**config.mk**
```make
export PLATFORM = sky130hd
export DESIGN_NAME = bps_queue
export DESIGN_NICKNAME = d
export VERILOG_FILES = /design/src/bps_pkg.sv /design/src/bps_queue.sv
export SDC_FILE = /design/constraint.sdc
export NUM_CORES = 1
export LEC_CHECK = 0
export ABC_CLOCK_PERIOD_IN_PS = 10500
export BUFFER_PORTS_ARGS = -buffer_cell sky130_fd_sc_hd__buf_2
export CAP_MARGIN = 20
export CORE_MARGIN = 2
export CORE_UTILIZATION = 45
export DETAILED_ROUTE_END_ITERATION = 12
export MAX_ROUTING_LAYER = met4
export PLACE_DENSITY = 0.7
export SETUP_SLACK_MARGIN = 0.1
export SKIP_CTS_REPAIR_TIMING = 1
export SLEW_MARGIN = 25
export SYNTH_ARGS = -nofsm -noshare
export SYNTH_HDL_FRONTEND = slang
export SYNTH_SLANG_ARGS = --single-unit
export TNS_END_PERCENT = 1
```
**constraint.sdc**
```tcl
create_clock -name clk_i -period 10.5 [get_ports clk_i]
set_clock_uncertainty 0.15 [all_clocks]
set_input_delay 2.1 -clock clk_i [delete_from_list [all_inputs] [get_ports clk_i]]
set_output_delay 2.1 -clock clk_i [all_outputs]
set_load 0.1 [all_outputs]
```
**src/bps_pkg.sv**
```systemverilog
// ----------------------------------------------------------------------------
// bps_pkg: shared types and constants of the Blinn-Phong shader
// Item and result words, the queue entry, pipeline depths and fixed-point
// helpers used by the front, the queue and the back of the shader.
// ----------------------------------------------------------------------------
package bps_pkg;

  // Incoming word: ray direction and normal in signed Q2.14, color in Q0.16.
  typedef struct packed {
    logic signed [15:0] ray_dir_x;
    logic signed [15:0] ray_dir_y;
    logic signed [15:0] ray_dir_z;
    logic signed [15:0] normal_x;
    logic signed [15:0] normal_y;
    logic signed [15:0] normal_z;
    logic        [15:0] color_r;
    logic        [15:0] color_g;
    logic        [15:0] color_b;
  } in_t;

  // Result word: saturated shade in unsigned Q2.14.
  typedef struct packed {
    logic [15:0] shade_r;
    logic [15:0] shade_g;
    logic [15:0] shade_b;
  } out_t;

  // Classified word handed from the front to the back.
  typedef struct packed {
    logic signed [16:0] d_x;
    logic signed [16:0] d_y;
    logic signed [16:0] d_z;
    logic signed [15:0] normal_x;
    logic signed [15:0] normal_y;
    logic signed [15:0] normal_z;
    logic        [15:0] color_r;
    logic        [15:0] color_g;
    logic        [15:0] color_b;
    logic        [16:0] cos_nl;
    logic               zero_len;
  } q_entry_t;

  // Data that rides alongside the specular pipeline.
  typedef struct packed {
    logic        zero_len;
    logic [16:0] base_r;
    logic [16:0] base_g;
    logic [16:0] base_b;
  } side_t;

  localparam int QDEPTH     = 2;
  localparam int QPTR_W     = $clog2(QDEPTH);
  localparam int QCNT_W     = $clog2(QDEPTH + 1);
  localparam int SQRT_BITS  = 31;
  localparam int DIV_BITS   = 19;
  localparam int POW_STAGES = 4;
  localparam int SQRT_LAT   = SQRT_BITS;
  localparam int DIV_LAT    = DIV_BITS + 1;
  localparam int SIDE_LAT   = SQRT_LAT + DIV_LAT + POW_STAGES;

  localparam logic signed [16:0] LIGHT_Q14 = -17'sd16384;
  localparam logic        [18:0] POW_CAP   = 19'h40000;
  // floor(x / 5) == (x * AMB_RECIP) >> 18 for x below 2^18
  localparam logic        [15:0] AMB_RECIP = 16'd52429;

  // Q2.14 product, floored, clamped to the power cap.
  function automatic logic [18:0] mul_q14_cap(input logic [18:0] a, input logic [18:0] b);
    logic [37:0] prod;
    logic [23:0] p;
    prod = 38'(a) * 38'(b);
    p    = prod[37:14];
    return (p > 24'(POW_CAP)) ? POW_CAP : p[18:0];
  endfunction

endpackage

```
**src/bps_queue.sv**
```systemverilog
// ----------------------------------------------------------------------------
// bps_queue: short queue between front and back
// Small FIFO of classified words; the back drains one word per cycle.
// ----------------------------------------------------------------------------
module bps_queue (
  input  logic              clk_i,
  input  logic              rst_ni,
  input  logic              push_i,
  input  bps_pkg::q_entry_t entry_i,
  output logic              ready_o,
  output logic              deq_valid_o,
  output bps_pkg::q_entry_t deq_entry_o
);
  import bps_pkg::*;

  q_entry_t          mem_q [QDEPTH];
  logic [QPTR_W-1:0] wr_ptr_q, rd_ptr_q;
  logic [QCNT_W-1:0] count_q, count_d;
  logic              full, pop, push;

  assign full        = (count_q == QCNT_W'(QDEPTH));
  assign pop         = (count_q != '0);
  assign ready_o     = !full || pop;
  assign push        = push_i && ready_o;
  assign deq_valid_o = pop;
  assign deq_entry_o = mem_q[rd_ptr_q];

  always_comb begin
    count_d = count_q;
    case ({push, pop})
      2'b10:   count_d = count_q + 1'b1;
      2'b01:   count_d = count_q - 1'b1;
      default: count_d = count_q;
    endcase
  end

  always_ff @(posedge clk_i or negedge rst_ni) begin
    if (!rst_ni) begin
      count_q  <= '0;
      wr_ptr_q <= '0;
      rd_ptr_q <= '0;
    end else begin
      count_q <= count_d;
      if (push) begin
        wr_ptr_q <= (wr_ptr_q == QPTR_W'(QDEPTH - 1)) ? '0 : wr_ptr_q + 1'b1;
      end
      if (pop) begin
        rd_ptr_q <= (rd_ptr_q == QPTR_W'(QDEPTH - 1)) ? '0 : rd_ptr_q + 1'b1;
      end
    end
  end

  always_ff @(posedge clk_i) begin
    if (push) begin
      mem_q[wr_ptr_q] <= entry_i;
    end
  end

  a_count_bound: assert property (@(posedge clk_i) disable iff (!rst_ni)
    count_q <= QCNT_W'(QDEPTH)) else $error("queue count beyond depth");

  a_no_drop: assert property (@(posedge clk_i) disable iff (!rst_ni)
    push_i |-> ready_o) else $error("word pushed into a full queue");

  a_drain: assert property (@(posedge clk_i) disable iff (!rst_ni)
    (pop && !push) |=> (count_q == $past(count_q) - 1'b1))
    else $error("queue did not drain");

endmodule

```
==> key figures <==
Critical path
  • CP arrival: 2.90 ns
  • CP Max Fanout: a little under 60
  • Crit. End Element: output pin
  • Worst Path Class, Setup: reg2out
  • Worst R2R Path Depth: 2
  • CP required: 8.25 ns
  • Crit path launch type: flip-flop

Min path
  • Worst hold path stage count: 1
  • Hold Path Class: reg2reg

Cells and area
  • Area growth syn-to-layout: 26.0%
  • Layout cells sized above 1: between 60% and 70%
  • FILL cells: about 2,100
  • Post-layout nets: about 1,100

Run status
  • Status: complete, no violations

Floorplanning
  • Die Y: approximately 170 um
  • Initial core utilization: 45.4%
  • Die width: 168 um
  • Die area: 28,300 um^2
  • IO Count: 335
  • Core footprint: 26,700 um^2
  • FP Rows: 60

Route
  • First drt pass iteration count: 6
  • WL final: 23,600 um
  • Post-route ant nets: 0
  • Via Count: between 6,000 and 7,000
  • Vias per cell: 4.87
  • DRC: 0
  • Drt first-iter violations: between 400 and 500
  • DR WL/cell: 18.7 um

Clocking
  • Root Driver: clkbuf_16
  • TritonCTS Buffers: 36
  • H-Tree Depth: 2
  • Clk pin slew, worst setup/hold paths: ~0.050 ns
  • CTS tree: done
  • Worst-Skew Late Latency: just under 0.5 ns
  • Max clock buf depth: 3
  • Clock Sinks: 334

Yosys
  • #FFs+latches synth: 334
  • Share of the synthesized area in the top cell type: 81.6%
  • Top area cells in the synthesized netlist: edfxtp_1, mux2_2, buf_6
  • Synth warnings: 0
  • Syn_nets: between 600 and 700
  • Synthesized area: 12,100 um^2
  • Gate Count Post-Synth: 530
  • Post-synth top area cell: edfxtp_1
  • Count of different cell masters after synthesis: 14
  • Avg Inst Size Synth: 22.9 um^2
  • Register area share after synthesis: between 80 and 90%

Place
  • Final RePlAce weighted congestion: 0.758
  • Port bufs: 333
  • Post-DP HPWL: between 15,000 and 20,000 um

Run
  • Max cap viols: 0

STA
  • Worst-Margin Slew: 1.00 ns
  • Hold Fails Final Rpt: 0
  • RSZ-0062 raised after global routing: no
  • Min Hold Slack: 0.307 ns
  • Fmax: between 150 and 200 MHz
  • Final Max Slew Viols: 0
  • Minimum clock period: 5.15 ns
  • Final setup viols: 0
  • Setup_tns: 0 ns
  • Tcrit/Tclk final: 49.1%
  • Slew HR: 33.0%

Global routing
  • Initial antenna violation count: 9
  • Pin count of the biggest net entering global routing: 73
  • Remaining Overflow, GRT: 0
  • Vias in the first global route: 6,448
  • First-pass GRT wire length: between 30,000 and 40,000 um
  • GRT Total Usage: ~17%
==> synth_stat cells <==
library cell and number:
inv_1 1, and2_1 1, xnor2_1 2, buf_6 14
conb_1 1, mux2_2 165, ha_1 1, nor2_1 2
edfxtp_1 330, dfrtp_1 4, buf_4 3, or2_2 1
xor2_1 3, buf_2 2
==> routing by layer <==
layer	share of wire, %	wire length (um)	GRT usage (%)
met1	38	9070	18.6
met5	0	0	-
met3	8.2	1950	5.31
met4	2.8	652	6.37
met2	51	12000	27.6
==> cell type report <==
class | count | area [um^2] | share of cell area [%]
Multi-Input combinational cell | 176 | 1950 | 12.7
Sequential cell | 334 | 10000 | 65.5
Antenna cell | 9 | 22.5 | 0.147
Clock inverter | 23 | 216 | 1.42
Timing Repair Buffer | 340 | 1720 | 11.2
Tap cell | 341 | 427 | 2.79
Clock buffer | 42 | 945 | 6.18
Inverter | 1 | 3.75 | 0.0245
==> state kept, by name, summed over array words and instances (netlist names) <==
register,count
wr_ptr_q,1
count_q,2
rd_ptr_q,1
mem_q,330
==> path summary, 6_finish.rpt <==
check,start,end,slack (ns)
max,rd_ptr_q$_DFFE_PN0P_,deq_entry_o[48],5.35
min,count_q[1]$_DFFE_PN0P_,count_q[1]$_DFFE_PN0P_,0.31
max reg2reg,wr_ptr_q$_DFFE_PN0P_,mem_q[1][0]$_DFFE_PP_,8.04
min reg2reg,count_q[1]$_DFFE_PN0P_,count_q[1]$_DFFE_PN0P_,0.31
max in group asynchronous,rst_ni,rd_ptr_q$_DFFE_PN0P_,8.80
min in group asynchronous,rst_ni,wr_ptr_q$_DFFE_PN0P_,1.26
==> critical path, stage by stage (launching register included) <==
cell and delay [ns]:
dfrtp_4 0.85, buf_4 0.73, mux2_2 0.31, buf_2 0.43
==> metrics by stage <==
step | std cells | setup slack (ns) | utilization [%] | area, um^2
after floorplan | 530 | 0.708 | - | 12100
after CTS | 1257 | 5.26 | 57.1 | 15300
after detailed placement | 1192 | 5.80 | 52.8 | 14100
after global placement | 1192 | 5.80 | 52.8 | 14100
after global routing | 1266 | 5.15 | 57.2 | 15300
final | 1266 | 5.35 | 57.2 | 15300
==> kinds of logic after synthesis <==
logic type,count (synthesis),share of synthesized area [%]
XOR/XNOR,5,0.361
adder cells (fa/ha/maj),1,0.103
buffers and inverters,20,1.60
flip-flops,334,82.4
multiplexers,165,15.3
other,1,0.0309
AND/OR/NAND/NOR,4,0.165
==> layout by cell type, fill, tap and decap left out, drive strengths merged <==
cell    count
or2         1
diode       9
xor2        3
conb        1
and2        1
ha          1
buf       340
mux2      165
edfxtp    330
clkbuf     42
dfrtp       4
clkinv     16
bufinv      4
xnor2       2
inv         4
nor2        2
Power is left out: the tool's default activity adds up to more than one toggle a clock period on the data nets, which glitch-free logic cannot reach.
