$ cat config.mk
export PLATFORM = sky130hd
export DESIGN_NAME = bps_front
export DESIGN_NICKNAME = d
export VERILOG_FILES = /design/src/bps_pkg.sv /design/src/bps_front.sv
export SDC_FILE = /design/constraint.sdc
export NUM_CORES = 1
export LEC_CHECK = 0
export CAP_MARGIN = 20
export CORE_ASPECT_RATIO = 0.6
export CORE_MARGIN = 5
export CORE_UTILIZATION = 52
export CTS_CLUSTER_SIZE = 24
export DETAILED_ROUTE_END_ITERATION = 8
export DONT_BUFFER_PORTS = 1
export PLACE_DENSITY = 0.67
export SYNTH_ARGS = -nofsm -noshare
export SYNTH_HDL_FRONTEND = slang
export SYNTH_SLANG_ARGS = --single-unit
$ cat constraint.sdc
create_clock -name clk_i -period 12.8 [get_ports clk_i]
set_input_delay 1.28 -clock clk_i [delete_from_list [all_inputs] [get_ports clk_i]]
set_output_delay 1.28 -clock clk_i [all_outputs]
set_load 0.02 [all_outputs]
$ cat src/bps_pkg.sv
// ----------------------------------------------------------------------------
// bps_pkg: shared types and constants of the Blinn-Phong shader
// Item and result words, the queue entry, pipeline depths and fixed-point
// helpers used by the front, the queue and the back of the shader.
// ----------------------------------------------------------------------------
package bps_pkg;

  // Incoming word: ray direction and normal in signed Q2.14, color in Q0.16.
  typedef struct packed {
    logic signed [15:0] ray_dir_x;
    logic signed [15:0] ray_dir_y;
    logic signed [15:0] ray_dir_z;
    logic signed [15:0] normal_x;
    logic signed [15:0] normal_y;
    logic signed [15:0] normal_z;
    logic        [15:0] color_r;
    logic        [15:0] color_g;
    logic        [15:0] color_b;
  } in_t;

  // Result word: saturated shade in unsigned Q2.14.
  typedef struct packed {
    logic [15:0] shade_r;
    logic [15:0] shade_g;
    logic [15:0] shade_b;
  } out_t;

  // Classified word handed from the front to the back.
  typedef struct packed {
    logic signed [16:0] d_x;
    logic signed [16:0] d_y;
    logic signed [16:0] d_z;
    logic signed [15:0] normal_x;
    logic signed [15:0] normal_y;
    logic signed [15:0] normal_z;
    logic        [15:0] color_r;
    logic        [15:0] color_g;
    logic        [15:0] color_b;
    logic        [16:0] cos_nl;
    logic               zero_len;
  } q_entry_t;

  // Data that rides alongside the specular pipeline.
  typedef struct packed {
    logic        zero_len;
    logic [16:0] base_r;
    logic [16:0] base_g;
    logic [16:0] base_b;
  } side_t;

  localparam int QDEPTH     = 2;
  localparam int QPTR_W     = $clog2(QDEPTH);
  localparam int QCNT_W     = $clog2(QDEPTH + 1);
  localparam int SQRT_BITS  = 31;
  localparam int DIV_BITS   = 19;
  localparam int POW_STAGES = 4;
  localparam int SQRT_LAT   = SQRT_BITS;
  localparam int DIV_LAT    = DIV_BITS + 1;
  localparam int SIDE_LAT   = SQRT_LAT + DIV_LAT + POW_STAGES;

  localparam logic signed [16:0] LIGHT_Q14 = -17'sd16384;
  localparam logic        [18:0] POW_CAP   = 19'h40000;
  // floor(x / 5) == (x * AMB_RECIP) >> 18 for x below 2^18
  localparam logic        [15:0] AMB_RECIP = 16'd52429;

  // Q2.14 product, floored, clamped to the power cap.
  function automatic logic [18:0] mul_q14_cap(input logic [18:0] a, input logic [18:0] b);
    logic [37:0] prod;
    logic [23:0] p;
    prod = 38'(a) * 38'(b);
    p    = prod[37:14];
    return (p > 24'(POW_CAP)) ? POW_CAP : p[18:0];
  endfunction

endpackage

$ cat src/bps_front.sv
// ----------------------------------------------------------------------------
// bps_front: input stage of the shader
// Takes a word on start, forms light minus ray, |N . L| and the zero length
// flag, and holds the result until the queue takes it.
// ----------------------------------------------------------------------------
module bps_front (
  input  logic              clk_i,
  input  logic              rst_ni,
  input  logic              start_i,
  input  bps_pkg::in_t      item_i,
  output logic              busy_o,
  output logic              push_o,
  output bps_pkg::q_entry_t entry_o,
  input  logic              push_ready_i
);
  import bps_pkg::*;

  logic     fr_valid_q, fr_valid_d;
  q_entry_t fr_q, fr_d;
  logic     accept;

  assign busy_o  = fr_valid_q && !push_ready_i;
  assign accept  = start_i && !busy_o;
  assign push_o  = fr_valid_q;
  assign entry_o = fr_q;

  always_comb begin
    logic signed [17:0] sum_n;
    logic signed [17:0] abs_n;
    sum_n = 18'(item_i.normal_x) + 18'(item_i.normal_y) + 18'(item_i.normal_z);
    abs_n = (sum_n < 0) ? -sum_n : sum_n;
    fr_d.d_x      = LIGHT_Q14 - 17'(item_i.ray_dir_x);
    fr_d.d_y      = LIGHT_Q14 - 17'(item_i.ray_dir_y);
    fr_d.d_z      = LIGHT_Q14 - 17'(item_i.ray_dir_z);
    fr_d.normal_x = item_i.normal_x;
    fr_d.normal_y = item_i.normal_y;
    fr_d.normal_z = item_i.normal_z;
    fr_d.color_r  = item_i.color_r;
    fr_d.color_g  = item_i.color_g;
    fr_d.color_b  = item_i.color_b;
    fr_d.cos_nl   = abs_n[16:0];
    fr_d.zero_len = (item_i.ray_dir_x == -16'sd16384) && (item_i.ray_dir_y == -16'sd16384) &&
                    (item_i.ray_dir_z == -16'sd16384);
  end

  always_comb begin
    fr_valid_d = fr_valid_q;
    if (accept) begin
      fr_valid_d = 1'b1;
    end else if (push_ready_i) begin
      fr_valid_d = 1'b0;
    end
  end

  always_ff @(posedge clk_i or negedge rst_ni) begin
    if (!rst_ni) begin
      fr_valid_q <= 1'b0;
    end else begin
      fr_valid_q <= fr_valid_d;
    end
  end

  always_ff @(posedge clk_i) begin
    if (accept) begin
      fr_q <= fr_d;
    end
  end

endmodule

==> key figures <==
Timing
  – RSZ-0062 raised after global routing: false
  – Clock skew: 0.00959 ns
  – Max transition margin: 42.3%
  – Period utilisation layout: 34.1%
  – Setup total negative slack: 0 ns
  – Post-layout minimum cycle time: 4.36 ns
  – Final Hold Violating Endpoints: 0
  – Worst-Margin Slew: 0.865 ns
  – Slew Limit Fails: 0
  – Final setup violation count: 0
  – Peak Freq: 0.229 GHz

Drt
  – Wire per inst: 23.8 µm
  – Initial drt markers: 315
  – Vias/cell: 5.66
  – DR DRC count: 0
  – Via count: 3,970
  – Drt pass-1 iters: 5
  – Number of routed nets with antenna violations: 0
  – Detailed Route WL: 16.7 mm

Placed design
  – Post-DP HPWL: 13.1 mm
  – PortBufs: 0
  – # placed instances: 667
  – RD Place Congestion: 0.800

Synthesis
  – Seq/Total Area, Yosys: 67.9%
  – Dominant cell type by area after synthesis: edfxtp_1
  – Mux contribution to synthesized area: 0%
  – Adder-cell share of the synthesized area: 8.05%
  – Post-synth EDFFs: 165
  – Synth unique cells: 51
  – Primary FF master, synth: edfxtp_1
  – Top cells by area, synth: edfxtp_1 68%, xnor2_1 5.3%, fa_1 4.6%, ha_1 3.4%, xor2_1 2.6%
  – FFs w/ async S/R, synth: 0.602%
  – FF+latch count, synth: 166
  – Post-synthesis xor/xnor area fraction: 7.88%
  – Syn_nets: 663
  – Post-Synth Simple-Gate Area: 8.41%
  – Cell Area, Synth: 7330 µm²
  – Top-area cell type share of the netlist area: 67.6%
  – Avg Cell Area, Syn: 15.3 µm²
  – Compound-Gate Fraction of Synth Area: 6.38%
  – Gate Count Post-Synth: 478
  – YS warnings: 0
  – Main combinational cell family by area after synthesis: simple AND/OR/NAND/NOR gates

Clock network
  – PostCTS Resize Cnt: 0
  – CTS hold repair buffers: 0
  – H-tree levels: 4
  – CTS sink cnt: 166
  – Postcts setup bufs: 0
  – CTS tree: built
  – Total CTS buffers: 17
  – Maximum buffer depth of the clock tree: 2
  – Clock slew at reported path FFs: 0.07 ns
  – Root Buffer: clkbuf_16
  – Clk Latency, worst-skew pair: 0.41 ns

Cells and area
  – Nets: 681
  – Share of cells above drive strength 1: 9.23%
  – Commonest non-fill, non-tap cell in the layout: edfxtp_1
  – # diodes: 0
  – Number of non-filler instances in the completed layout: 701
  – Layout Area Growth over Synthesis: 11.7%
  – Most frequent cells in the layout: 165 x edfxtp_1, 44 x xnor2_1, 28 x nand2_1
  – FILL cells: 1,081

Run
  – Max-cap violations: 0

Floorplanning
  – Die area: 16,700 µm²
  – Starting density of the core: 53.3%
  – Placeable Area: 13,700 µm²
  – Rows: 33
  – Die Ht: 102 µm
  – I/O pins: 315
  – Die W: 163 µm

Global route
  – Total gr overflow: 0
  – Vias in the first global route: 4,024
  – Largest net degree at the start of global routing: 98
  – First-pass GRT wire length: 23.9 mm
  – Initial antenna violation count: 0
  – Total GRT Usage: 19.5%

Critical path
  – CP Buf/Inv Count: 2
  – R2R setup slack: 10.26 ns
  – Register-to-Register Path Depth: 4
  – Reg2Reg Capture Point: entry_o[91]$_DFFE_PP_
  – Crit-path max cell delay: 0.54 ns
  – WP depth: 13
  – Crit path max-delay family: compound AO/OA/AOI/OAI gates
  – Crit path to: entry_o[17]$_DFFE_PP_
  – Crit path launch type: input port
  – Reg-to-Reg Start: push_o$_DFFE_PN0P_
  – Worst path slowest cell: fa_1
  – CP Data Required Time: 12.97 ns
  – Critical path data arrival time: 4.53 ns
  – Cell Chain, Critical Path: inv_1 > fa_1 > inv_1 > ha_1 > fa_1 > a211o_1 > a21o_2 > a21o_1 > a211o_1 > a2111oi_4 > nand3_2 > o31ai_2 > xnor2_1
  – CP startpoint: item_i[49]
  – Worst-path fanout max: 6
  – Element type at the critical path end: flop
  – Critical path class: input port to flop

Run status
  – Status: complete, no violations

Power and ir drop
  – Pwr/cell area: 179 nW/µm²
  – Leak: 2.79 nW
  – Maximum resistive drop on vdd: 0.101 mV

Hold path
  – Min-Delay Path Class: input port to asynchronous set/reset pin
## flip-flops by register name, indices dropped and copies added (netlist names)
signal and count:
entry_o 165, push_o 1
## kinds of logic (layout without fill, tap and decap cells)
kind of cell | Yosys count | after routing
XOR/XNOR | 66 | 66
flip-flops | 166 | 166
AND/OR/NAND/NOR | 120 | 120
buffers and inverters | 23 | 54
AO/OA/AOI/OAI | 66 | 66
adder cells (fa/ha/maj) | 37 | 37
## through the flow
| stage | utilization [%] | setup slack (ns) | power, W | hold WS [ns] | cell area, µm² |
|---|---|---|---|---|---|
| after floorplan | - | 7.07 | 0.000921 | 0.633 | 7330 |
| after global placement | 54.9 | 8.04 | 0.000962 | 0.667 | 7550 |
| after detailed placement | 54.9 | 7.90 | 0.000966 | 0.691 | 7550 |
| after CTS | 59.4 | 8.34 | 0.00148 | 0.538 | 8160 |
| after global routing | 59.6 | 8.30 | 0.00154 | 0.524 | 8190 |
| final | 59.6 | 8.44 | 0.00147 | 0.556 | 8190 |
## per-layer routing
| metal | wire length (µm) | GRT usage [%] |
|---|---|---|
| met5 | 0 | 0 |
| met4 | 219 | 5.41 |
| met3 | 2030 | 10.5 |
| met2 | 8360 | 32.3 |
| met1 | 6060 | 22.4 |
## worst reg2reg max path: cells and delay by family (launching register included)
kind                   cells  cell delay (ns)
and+or+nand+nor            2             0.50
DFF                        1             0.46
buffers and inverters      2             1.13
## how the worst min path moves through the flow
stage	from	endpoint	slack, ns
after floorplan	push_o$_DFFE_PN0P_	push_o$_DFFE_PN0P_	0.63
after global placement	push_o$_DFFE_PN0P_	push_o$_DFFE_PN0P_	0.67
after detailed placement	push_o$_DFFE_PN0P_	push_o$_DFFE_PN0P_	0.69
after CTS	rst_ni	push_o$_DFFE_PN0P_	0.54
after global routing	rst_ni	push_o$_DFFE_PN0P_	0.52
final	rst_ni	push_o$_DFFE_PN0P_	0.56
## cell usage after synthesis (8+ instances only)
cell type  count
xnor2_1       44
edfxtp_1     165
nor3_1        17
fa_1          17
ha_1          20
nor4_1         9
a21o_1         8
inv_1         19
o21ai_0       10
xor2_1        22
a21oi_1       16
nand2_1       28
nor2_1        22
## area by class of cell
type,count,area [µm²],share of cell area (%)
flip-flops and latches,166,4980,60.8
repair buffers,3,40.0,0.489
inverters,19,71.3,0.870
multi-input cells,289,2260,27.5
clock inverters,15,180,2.20
clock buffers,17,425,5.19
well taps,192,240,2.93
## power breakdown
group	switching, W	internal [W]
sequential	0.0000722	0.000664
clock	0.000232	0.000281
combinational	0.000126	0.0000917
total	0.000431	0.00104
Note: power is estimated with default switching activity, not from simulation.
